<file path="src/sv/dqs_pkg.sv">
// Shared types and constants of the deque with sorted insert.
package dqs_pkg;

  // Default number of entries and the fixed field widths.
  localparam int unsigned DepthDef = 16;
  localparam int unsigned DataW    = 32;
  localparam int unsigned ReqW     = 2;
  localparam int unsigned StatusW  = 2;

  // Request kinds carried on the slave-side tuser.
  typedef enum logic [ReqW-1:0] {
    REQ_INSERT    = 2'd0,
    REQ_SORTED    = 2'd1,
    REQ_POP_FRONT = 2'd2,
    REQ_POP_BACK  = 2'd3
  } req_e;

  // Result status carried on the master-side tuser.
  typedef enum logic [StatusW-1:0] {
    ST_DONE    = 2'd0,
    ST_EMPTY   = 2'd1,
    ST_FULL    = 2'd2,
    ST_REFUSED = 2'd3
  } status_e;

  // What a cell does with its entry in this cycle.
  typedef enum logic [1:0] {
    CELL_HOLD      = 2'd0,
    CELL_LOAD      = 2'd1,
    CELL_TAKE_PREV = 2'd2,
    CELL_TAKE_NEXT = 2'd3
  } cell_op_e;

  // Compare flags that a cell reports against the incoming value.
  typedef struct packed {
    logic entry_lt; // entry < value
    logic value_lt; // value < entry
  } cell_cmp_t;

endpackage

</file>
<file path="src/sv/dqs_cell.sv">
// One storage cell of the deque: holds an entry, shifts it and compares it.
module dqs_cell (
  input  logic                             clk_i,
  input  dqs_pkg::cell_op_e                op_i,
  input  logic signed [dqs_pkg::DataW-1:0] value_i,
  input  logic signed [dqs_pkg::DataW-1:0] prev_i,
  input  logic signed [dqs_pkg::DataW-1:0] next_i,
  output logic signed [dqs_pkg::DataW-1:0] entry_o,
  output dqs_pkg::cell_cmp_t               cmp_o
);

  logic signed [dqs_pkg::DataW-1:0] entry_q;
  logic signed [dqs_pkg::DataW-1:0] entry_d;

  // Select the new entry from the value, a neighbor or the cell itself.
  always_comb begin
    case (op_i)
      dqs_pkg::CELL_LOAD:      entry_d = value_i;
      dqs_pkg::CELL_TAKE_PREV: entry_d = prev_i;
      dqs_pkg::CELL_TAKE_NEXT: entry_d = next_i;
      default:                 entry_d = entry_q;
    endcase
  end

  // Payload register, no reset needed.
  always_ff @(posedge clk_i) begin
    entry_q <= entry_d;
  end

  // Signed compares against the value of the current request.
  assign cmp_o.entry_lt = (entry_q < value_i);
  assign cmp_o.value_lt = (value_i < entry_q);
  assign entry_o        = entry_q;

endmodule

</file>
<file path="src/sv/dqs_ctrl.sv">
// Control of the deque: fill count, insert position, cell commands and result register.
module dqs_ctrl #(
  parameter int unsigned Depth  = dqs_pkg::DepthDef,
  parameter int unsigned CountW = $clog2(Depth + 1),
  parameter int unsigned IdxW   = $clog2(Depth)
) (
  input  logic                             clk_i,
  input  logic                             rst_ni,
  input  logic                             stack_mode_i,
  input  logic                             req_valid_i,
  output logic                             req_ready_o,
  input  dqs_pkg::req_e                    req_type_i,
  input  dqs_pkg::cell_cmp_t               cmp_i   [Depth],
  input  logic signed [dqs_pkg::DataW-1:0] entry_i [Depth],
  output dqs_pkg::cell_op_e                op_o    [Depth],
  output logic                             res_valid_o,
  input  logic                             res_ready_i,
  output logic signed [dqs_pkg::DataW-1:0] popped_value_o,
  output dqs_pkg::status_e                 status_o,
  output logic [CountW-1:0]                entry_count_o
);

  logic [CountW-1:0] count_q, count_d;
  logic              accept;
  logic              full, empty;
  logic              ins_ok, popf_ok, popb_ok;
  dqs_pkg::status_e  status;
  logic [Depth-1:0]  cand, here, after;
  logic              seen;
  logic [CountW-1:0] last_idx;
  logic signed [dqs_pkg::DataW-1:0] popped;

  logic                             res_valid_q;
  logic signed [dqs_pkg::DataW-1:0] popped_q;
  dqs_pkg::status_e                 status_q;
  logic [CountW-1:0]                res_count_q;

  assign req_ready_o = !res_valid_q || res_ready_i;
  assign accept      = req_valid_i && req_ready_o;
  assign full        = (count_q == CountW'(Depth));
  assign empty       = (count_q == '0);

  // Decide the outcome of the request.
  always_comb begin
    status  = dqs_pkg::ST_DONE;
    ins_ok  = 1'b0;
    popf_ok = 1'b0;
    popb_ok = 1'b0;
    unique case (req_type_i)
      dqs_pkg::REQ_INSERT: begin
        if (full) status = dqs_pkg::ST_FULL;
        else      ins_ok = 1'b1;
      end
      dqs_pkg::REQ_SORTED: begin
        if (stack_mode_i) status = dqs_pkg::ST_REFUSED;
        else if (full)    status = dqs_pkg::ST_FULL;
        else              ins_ok = 1'b1;
      end
      dqs_pkg::REQ_POP_FRONT: begin
        if (empty) status  = dqs_pkg::ST_EMPTY;
        else       popf_ok = 1'b1;
      end
      default: begin
        if (empty) status  = dqs_pkg::ST_EMPTY;
        else       popb_ok = 1'b1;
      end
    endcase
  end

  // Candidate cells for the insert; the first candidate along the chain wins.
  always_comb begin
    for (int i = 0; i < Depth; i++) begin
      if (req_type_i == dqs_pkg::REQ_SORTED) begin
        if (i == 0) begin
          cand[i] = empty || cmp_i[i].value_lt;
        end else begin
          cand[i] = (CountW'(i) == count_q) ||
                    ((CountW'(i) < count_q) && !cmp_i[i].entry_lt);
        end
      end else if (stack_mode_i) begin
        cand[i] = (i == 0);
      end else begin
        cand[i] = (CountW'(i) == count_q);
      end
    end
  end

  // Ripple through the cells: each learns if the gap opens here or ahead of it.
  always_comb begin
    seen = 1'b0;
    for (int i = 0; i < Depth; i++) begin
      here[i]  = cand[i] && !seen;
      after[i] = seen;
      seen     = seen || cand[i];
    end
  end

  // Per-cell commands.
  always_comb begin
    for (int i = 0; i < Depth; i++) begin
      op_o[i] = dqs_pkg::CELL_HOLD;
      if (accept && ins_ok) begin
        if (here[i])       op_o[i] = dqs_pkg::CELL_LOAD;
        else if (after[i]) op_o[i] = dqs_pkg::CELL_TAKE_PREV;
      end else if (accept && popf_ok && (i < Depth - 1)) begin
        op_o[i] = dqs_pkg::CELL_TAKE_NEXT;
      end
    end
  end

  // Value leaving the deque and the next fill count.
  assign last_idx = count_q - CountW'(1);

  always_comb begin
    popped  = '0;
    count_d = count_q;
    if (popf_ok) begin
      popped  = entry_i[0];
      count_d = count_q - CountW'(1);
    end else if (popb_ok) begin
      popped  = entry_i[last_idx[IdxW-1:0]];
      count_d = count_q - CountW'(1);
    end else if (ins_ok) begin
      count_d = count_q + CountW'(1);
    end
  end

  // Fill count and the result valid flag.
  always_ff @(posedge clk_i or negedge rst_ni) begin
    if (!rst_ni) begin
      count_q     <= '0;
      res_valid_q <= 1'b0;
    end else begin
      if (accept) begin
        count_q     <= count_d;
        res_valid_q <= 1'b1;
      end else if (res_ready_i) begin
        res_valid_q <= 1'b0;
      end
    end
  end

  // Result payload register.
  always_ff @(posedge clk_i) begin
    if (accept) begin
      popped_q    <= popped;
      status_q    <= status;
      res_count_q <= count_d;
    end
  end

  assign res_valid_o    = res_valid_q;
  assign popped_value_o = popped_q;
  assign status_o       = status_q;
  assign entry_count_o  = res_count_q;

  // The fill count never passes the number of cells.
  a_count_bound: assert property (@(posedge clk_i) disable iff (!rst_ni)
    count_q <= CountW'(Depth))
    else $error("fill count above depth");

  // A front pop on a non-empty deque removes exactly one entry.
  a_pop_count: assert property (@(posedge clk_i) disable iff (!rst_ni)
    accept && (req_type_i == dqs_pkg::REQ_POP_FRONT) && !empty
    |=> count_q == $past(count_q) - CountW'(1))
    else $error("front pop did not decrement the count");

  // Every accepted request leaves a result behind.
  a_result: assert property (@(posedge clk_i) disable iff (!rst_ni)
    accept |=> res_valid_q)
    else $error("accepted request produced no result");

  // A full status is only reported with a full deque.
  a_full_status: assert property (@(posedge clk_i) disable iff (!rst_ni)
    res_valid_q && (status_q == dqs_pkg::ST_FULL) |-> res_count_q == CountW'(Depth))
    else $error("full status with room left");

endmodule

</file>
<file path="src/sv/deque_with_sorted_insert.sv">
// Top level of the deque with sorted insert: mode register, cell chain and control.
//
// The block takes one request per clock cycle and returns its result in the
// following cycle from an output register; it stalls only while that result is
// not taken. Entries live in a chain of Depth cells that shift in place,
// so every insert, sorted insert and pop completes in the cycle it is accepted. The
// longest path is the sorted-insert position search, a one-bit ripple through
// all cells after their signed compares. Requests arrive with the kind in
// s_axis_tuser and the value in s_axis_tdata; results carry the status in
// m_axis_tuser and the popped value and entry count in m_axis_tdata.
module deque_with_sorted_insert #(
  parameter int unsigned Depth  = dqs_pkg::DepthDef,
  parameter int unsigned CountW = $clog2(Depth + 1),
  parameter int unsigned OutW   = ((dqs_pkg::DataW + CountW + 7) / 8) * 8
) (
  input  logic                        clk_i,
  input  logic                        rst_ni,
  // Mode register write channel.
  input  logic                        cfg_valid_i,
  output logic                        cfg_ready_o,
  input  logic                        cfg_data_i,      // stack_mode
  // Request stream.
  input  logic                        s_axis_tvalid,
  output logic                        s_axis_tready,
  input  logic [dqs_pkg::DataW-1:0]   s_axis_tdata,    // data_value
  input  logic [dqs_pkg::ReqW-1:0]    s_axis_tuser,    // req_type
  // Result stream.
  output logic                        m_axis_tvalid,
  input  logic                        m_axis_tready,
  output logic [OutW-1:0]             m_axis_tdata,    // popped_value, entry_count
  output logic [dqs_pkg::StatusW-1:0] m_axis_tuser     // status
);

  logic                             stack_mode_q;
  logic signed [dqs_pkg::DataW-1:0] value;
  dqs_pkg::req_e                    req_type;
  dqs_pkg::cell_op_e                op    [Depth];
  dqs_pkg::cell_cmp_t               cmp   [Depth];
  logic signed [dqs_pkg::DataW-1:0] entry [Depth];
  logic signed [dqs_pkg::DataW-1:0] popped_value;
  dqs_pkg::status_e                 status;
  logic [CountW-1:0]                entry_count;

  // Mode register; writes must arrive only while the deque is idle, which the block itself does not enforce.
  assign cfg_ready_o = 1'b1;

  always_ff @(posedge clk_i or negedge rst_ni) begin
    if (!rst_ni) begin
      stack_mode_q <= 1'b0;
    end else if (cfg_valid_i) begin
      stack_mode_q <= cfg_data_i;
    end
  end

  assign value    = s_axis_tdata;
  assign req_type = dqs_pkg::req_e'(s_axis_tuser);

  // Chain of cells; the ends take their own entry as the missing neighbor.
  for (genvar g = 0; g < Depth; g++) begin : g_cell
    dqs_cell u_cell (
      .clk_i   (clk_i),
      .op_i    (op[g]),
      .value_i (value),
      .prev_i  (entry[(g == 0) ? 0 : g - 1]),
      .next_i  (entry[(g == Depth - 1) ? g : g + 1]),
      .entry_o (entry[g]),
      .cmp_o   (cmp[g])
    );
  end

  dqs_ctrl #(
    .Depth  (Depth),
    .CountW (CountW)
  ) u_ctrl (
    .clk_i          (clk_i),
    .rst_ni         (rst_ni),
    .stack_mode_i   (stack_mode_q),
    .req_valid_i    (s_axis_tvalid),
    .req_ready_o    (s_axis_tready),
    .req_type_i     (req_type),
    .cmp_i          (cmp),
    .entry_i        (entry),
    .op_o           (op),
    .res_valid_o    (m_axis_tvalid),
    .res_ready_i    (m_axis_tready),
    .popped_value_o (popped_value),
    .status_o       (status),
    .entry_count_o  (entry_count)
  );

  // Pack the result fields, lowest first, zero-filled to whole bytes.
  assign m_axis_tdata = OutW'({entry_count, popped_value});
  assign m_axis_tuser = status;

endmodule

</file>
<file path="config.mk">
export PLATFORM = sky130hd
export DESIGN_NAME = deque_with_sorted_insert
export DESIGN_NICKNAME = d
export VERILOG_FILES = /design/src/sv/dqs_pkg.sv /design/src/sv/dqs_cell.sv /design/src/sv/dqs_ctrl.sv /design/src/sv/deque_with_sorted_insert.sv
export SDC_FILE = /design/constraint.sdc
export NUM_CORES = 2
export LEC_CHECK = 0
export BUFFER_PORTS_ARGS = -buffer_cell sky130_fd_sc_hd__buf_2
export CORE_MARGIN = 1
export CORE_UTILIZATION = 40
export DETAILED_ROUTE_END_ITERATION = 8
export PLACE_DENSITY = 0.61
export SYNTH_ARGS = -nofsm -noshare
export SYNTH_HDL_FRONTEND = slang
export SYNTH_SLANG_ARGS = --single-unit
export TNS_END_PERCENT = 30
</file>
<file path="constraint.sdc">
create_clock -name clk_i -period 10.4 [get_ports clk_i]
set_input_delay 1.04 -clock clk_i [delete_from_list [all_inputs] [get_ports clk_i]]
set_output_delay 1.04 -clock clk_i [all_outputs]
set_load 0.01 [all_outputs]
</file>
Word level (Yosys, flattened, before mapping):

Cells that the tools add are included.

* bits in registers: 558
* bits of input ports: 40
* output and inout port bits: 45

* add/subtract/negate cells: 2
* order comparisons: 32
* equal/unequal tests: 64
* muxes and demuxes: 116
* bitwise logic cells: 1
* reductions and logical operators: 115

Operator list (count)
* 32-bit case mux with 3 select lines: 14
* 32-bit < comparator: 16
* 32-bit binary-select mux with 4-bit select: 1
* 32-bit 2-to-1 mux: 4
* 32-bit case mux with 2 select lines: 2
* 2-bit 2-to-1 mux: 49
* 2-bit == test, second input constant: 31
* 3-bit nonzero test: 14
* 1-bit 2-to-1 mux: 41
* 4-bit by 5-bit == test with 1-bit output, first input constant: 8
* 4-bit by 5-bit < comparator with 1-bit output, first input constant: 8
* 2-bit by 1-bit == test with 1-bit output, second input constant: 17
* 1-bit logical AND: 33
* 1-bit zero test: 31
* 1-bit logical OR: 31
* 3-bit by 5-bit == test with 1-bit output, first input constant: 4
* 3-bit by 5-bit < comparator with 1-bit output, first input constant: 4
* 5-bit 2-to-1 mux: 3
* 2-bit by 5-bit == test with 1-bit output, first input constant: 2
* 2-bit by 5-bit < comparator with 1-bit output, first input constant: 2
* 2-bit nonzero test: 3
* 5-bit by 1-bit adder with 5-bit output, second input constant: 1
* 1-bit by 5-bit == test with 1-bit output, first input constant: 1
* 5-bit == test, second input constant: 1
* other kinds (9): 9

Longest topological paths before layout:

* word-level depth: 25
* depth in mapped cells: 18
* depth with buffers taken out: 15

By module:

From an unflattened synthesis, not the netlist that was laid out.

* cells, all modules: 4707
* area total of the unflattened synthesis: 46076.7 um^2

Modules (own cells, without submodules)
* dqs_cell: times used 16, cells each 258, area each 2443.6 um^2
* dqs_ctrl: times used 1, cells each 571, area each 6901.6 um^2
* deque_with_sorted_insert: times used 1, cells each 8, area each 77.6 um^2

Least setup slack after synthesis:

OpenSTA, ideal clock, no wires.

* path kind: input to register
* start point: input s_axis_tdata[15] in the netlist's numbering
* end point: register g_cell[14].u_cell.entry_q (netlist bit g_cell[14].u_cell.entry_o[0]), enable pin
* setup time: 0.421 ns
* arrival: 5.473 ns
* required time: 9.979 ns
* setup slack: 4.506 ns
* stages on the path: 13
* path buffers: 1
* cells stage by stage: clkbuf_1 clkinv_1 ha_1 nand4_1 or4_1 a211o_1 a31oi_1 o21ai_0 a221o_1 nand4_1 or2_2 nor3_1 nor2_1

* longest elaborated chain between the ends: 24

Ends and longest elaborated chain
* start: declaration: line deque_with_sorted_insert.sv:25 `input logic [dqs_pkg::DataW-1:0] s_axis_tdata,`
* 32-bit < comparator: line dqs_cell.sv:31 `assign cmp_o.entry_lt = (entry_q < value_i);`
* 1-bit zero test: line dqs_ctrl.sv:78 `((CountW'(i) < count_q) && !cmp_i[i].entry_lt);`
* 1-bit logical AND: line dqs_ctrl.sv:78
* 1-bit logical OR: line dqs_ctrl.sv:77 `cand[i] = (CountW'(i) == count_q) ||`
* 1-bit 2-to-1 mux: line dqs_ctrl.sv:73 `if (req_type_i == dqs_pkg::REQ_SORTED) begin`
* 1-bit logical OR (13 in series): line dqs_ctrl.sv:94 `seen = seen || cand[i];`
* 1-bit zero test: line dqs_ctrl.sv:92 `here[i] = cand[i] && !seen;`
* 1-bit logical AND: line dqs_ctrl.sv:92
* 2-bit 2-to-1 mux (*): line dqs_ctrl.sv:103 `if (here[i]) op_o[i] = dqs_pkg::CELL_LOAD;`
* 2-bit 2-to-1 mux (*): line dqs_ctrl.sv:102 `if (accept && ins_ok) begin`
* 2-bit by 1-bit == test with 1-bit output or 2-bit == test (tied branches): line dqs_cell.sv:17 `case (op_i)`
* 3-bit nonzero test (no line) (*)
* end signal: assignment: line dqs_cell.sv:27 `entry_q <= entry_d;`
* end: declaration: line dqs_cell.sv:12 `logic signed [dqs_pkg::DataW-1:0] entry_q;`

Mark *: on every way between the ends. The rest lies on a longest branch, timed or not.
A chain may end at the register's enable or synchronous reset.

Final worst setup path:

* start point: input s_axis_tdata[1] in the netlist's numbering
* end point: register g_cell[10].u_cell.entry_q (netlist bit g_cell[10].u_cell.entry_o[5]), enable pin

* longest elaborated chain between the ends: 20

Ends and longest elaborated chain (line)
* 32-bit < comparator: dqs_cell.sv:31
* 1-bit zero test: dqs_ctrl.sv:78
* 1-bit logical AND: dqs_ctrl.sv:78
* 1-bit logical OR: dqs_ctrl.sv:77
* 1-bit 2-to-1 mux: dqs_ctrl.sv:73
* 1-bit logical OR (9 in series): dqs_ctrl.sv:94
* 1-bit zero test: dqs_ctrl.sv:92
* 1-bit logical AND: dqs_ctrl.sv:92
* 2-bit 2-to-1 mux (*): dqs_ctrl.sv:103
* 2-bit 2-to-1 mux (*): dqs_ctrl.sv:102
* 2-bit by 1-bit == test with 1-bit output or 2-bit == test (tied branches): dqs_cell.sv:17
* 3-bit nonzero test (no line) (*)
* end signal: assignment: dqs_cell.sv:27
* end: declaration: dqs_cell.sv:12

Marked as above.

==> metrics.yaml <==
pwr:
  p_clk_share_pct: 24.5
  power.density_nw_per_um2: 214
  p_seq_share_pct: 32.7
  p_int_w: 0.00607
  p_leak_nw: 18.5
  p_sw_share_pct: 38.8
  p_switching_w: 0.00386
  combinationalPowerShare_pct: 42.8
  vdd_drop_max_uv: 284
sta:
  finalHoldViolations: 0
  fin_skew_ns: 0.0349
  rsz0062_at_grt: "no"
  worstMarginPinSlew_ns: 1.35
  slew_violations: 0
  period_minus_slack_ns: 7.59
  finalCritPeriodShare_pct: 73.0
  finalSetupTns_ns: 0
  fmax_mhz: 132
  finalSetupViolCount: 0
  relSlewSlack_pct: 9.48
cts:
  cts.sinks: 558
  cts_buffers: 67
  cts_resized: 0
  clockBufferDepth: 3
  clkLatencyLatePin_ns: 0.65
  holdBufCountCts: 0
  clock-root-buffer: "clkbuf_16"
  clk_transition_reported_paths_ns: 0.06
  post_cts_buffers: 0
  cts_tree: "built"
  htreeDepth: 3
logic_synthesis:
  syn_area_um2: 42300
  ys_ff_latch: 558
  yosysMostFrequentCell: "edfxtp_1"
  synth_cell_types: 75
  synth_top_area_share_pct: 39.1
  ys_seq_area_share_pct: 39.5
  synth_cells: 3882
  avgSynthCellArea_um2: 10.9
  synthArstFlopShare_pct: 1.25
  synth-edff-count: 551
  yosys.area.top_type: "edfxtp_1"
  ys_top_cells_by_count: "edfxtp_1 (551), ha_1 (502), nand2_1 (501)"
  yosysWarnings: 0
  synth_area_leaders: "edfxtp_1 (39%), ha_1 (15%), mux2i_1 (9.0%)"
  synth-main-ff-cell: "edfxtp_1"
detailed_routing:
  wl_per_cell_um: 29.5
  finalWirelength_um: 156000
  ant_nets: 0
  via_count: 34500
  drt_iter0_markers: 4833
  dr.pass1.iters: 6
  drc: 0
  via_per_inst: 6.52
critical_path:
  startpoint_type: "primary input"
  crit_family: "compound AO/OA/AOI/OAI gates"
  required_ns: 10.61
  setup.worst_path.class: "primary input to flip-flop"
  path_buf_inv: 4
  cpPeakStageDelay_ns: 0.95
  cp.arrival_ns: 7.80
  critPathSlowestCell: "a31o_2"
  crit_path_max_fanout: 32
  critPathCaptureType: "flip-flop"
  worstPathCellList: "buf_2 > clkinv_1 > ha_1 > a2111o_1 > a31oi_1 > o21ai_0 > a211oi_1 > mux2i_1 > nand3_1 > nor3_4 > a31o_2 > buf_4 > inv_2"
placement:
  place.gp.congestion: 0.984
  port_buffers: 80
  dp_hpwl_um: 106000
final_layout:
  drive_above_1_share_pct: 11.5
  layout.nets: 4399
  final_util_pct: 44.6
  areaGrowthSynthToFinish_pct: 9.78
global_route:
  grt_max_degree: 190
  antenna_found_initial: 13
  grt_overflow: 0
  track_usage_pct: 28.6
  grt_first_pass_wirelength_um: 227000
  grt_pass1_vias: 32200
die:
  core-area_um2: 104000
  rows: 118
  dieArea_um2: 107000
  dieWidth_um: 327
  die_y_um: 327
  pin_count: 85
  initial_utilization_pct: 40.6
job:
  cap_violations: 0
outcome:
  status: "finished clean"
min_path:
  hp-class: "primary input to async pin"
[logic make-up (layout without fill, tap and decap cells)]
family          count (synthesis)  in the layout  share of synthesized area, %
flops                         558            558                          39.5
other cells                     2              6                        0.0178
simple gates                 1011           1011                          10.5
compound gates                912            912                          14.1
xor+xnor                       12             12                         0.248
buf+inv                       344            364                          3.23
mux                           541            541                          17.5
fa+ha+maj                     502            502                          14.8
[registers in the layout, summed over array words and instances, names as in the netlist]
signal                 flops
u_ctrl.entry_count_o       5
g_cell.u_cell.entry_o    512
stack_mode_q               1
u_ctrl.popped_value_o     32
u_ctrl.status_o            2
u_ctrl.res_valid_o         1
u_ctrl.count_q             5
[per-stage QoR]
| stage | instance area (um^2) | hold slack [ns] | std cells | setup slack (ns) | total power [W] |
|---|---|---|---|---|---|
| 6_report | 46400 | 0.237 | 5286 | 2.81 | 0.00993 |
| 5_1_grt | 46400 | 0.240 | 5284 | 2.59 | 0.0103 |
| 4_1_cts | 46400 | 0.207 | 5284 | 3.04 | 0.00988 |
| 3_5_place_dp | 44300 | 0.534 | 5168 | 2.41 | 0.00746 |
| 3_3_place_gp | 44300 | 0.511 | 5168 | 2.44 | 0.00742 |
| 2_1_floorplan | 42300 | 0.539 | 3884 | 4.51 | 0.00594 |
[path summary, 6_finish.rpt]
path / from / to / slack (ns) / cells past startpoint
min reg2reg: u_ctrl.res_valid_o / u_ctrl.res_valid_o / 0.56 / 2
max reg2reg: u_ctrl.count_q[0] / g_cell[10].u_cell.entry_o[5] / 3.58 / 12
max in group asynchronous: rst_ni / u_ctrl.count_q[0] / 9.97 / 1
min: rst_ni / u_ctrl.count_q[0] / 0.24 / 1
min in group clk_i: u_ctrl.res_valid_o / u_ctrl.res_valid_o / 0.56 / 2
max: s_axis_tdata[1] / g_cell[10].u_cell.entry_o[5] / 2.81 / 13
[per-layer routing]
layer  GRT usage (%)  up-vias  routed length, um
met2            41.3     2058              66100
li1                -    15100                  -
met4            12.8        8               7010
met3            4.89      312              15900
met5               0        -                 48
met1            41.7    17100              66800
[power groups by stage]
stage	sequential [W]	combinational [W]	clock [W]
2_1_floorplan	0.00309	0.00285	0
3_3_place_gp	0.00328	0.00414	0
3_5_place_dp	0.00328	0.00418	0
4_1_cts	0.00323	0.00420	0.00245
5_1_grt	0.00327	0.00447	0.00251
6_report	0.00325	0.00425	0.00243
[area by class of cell]
class | instances | area [um^2]
timing repair buffer | 152 | 1040
fill | 9767 | 57800
sequential | 558 | 16700
clock inverter | 27 | 312
multi-input combinational | 2982 | 24400
clock buffer | 89 | 1840
inverter | 96 | 360
antenna | 2 | 5.00
tap | 1380 | 1730
[layout by cell type, fill, tap and decap left out, types with 22 or more instances in the layout]
master,n
ha_1,500
and2_1,32
o221ai_1,35
a22oi_1,38
nor2_1,230
nand2b_1,22
clkbuf_16,69
mux4_2,160
nand2_1,501
a221o_1,70
mux2i_1,379
clkinv_1,39
a211oi_1,32
a21oi_1,142
nand3_1,52
a31oi_1,109
nor3_1,27
edfxtp_1,551
nand4_1,72
inv_1,58
o21ai_0,286
buf_2,80
buf_4,64
a21o_1,74
Power figures use the tool's default switching activity.
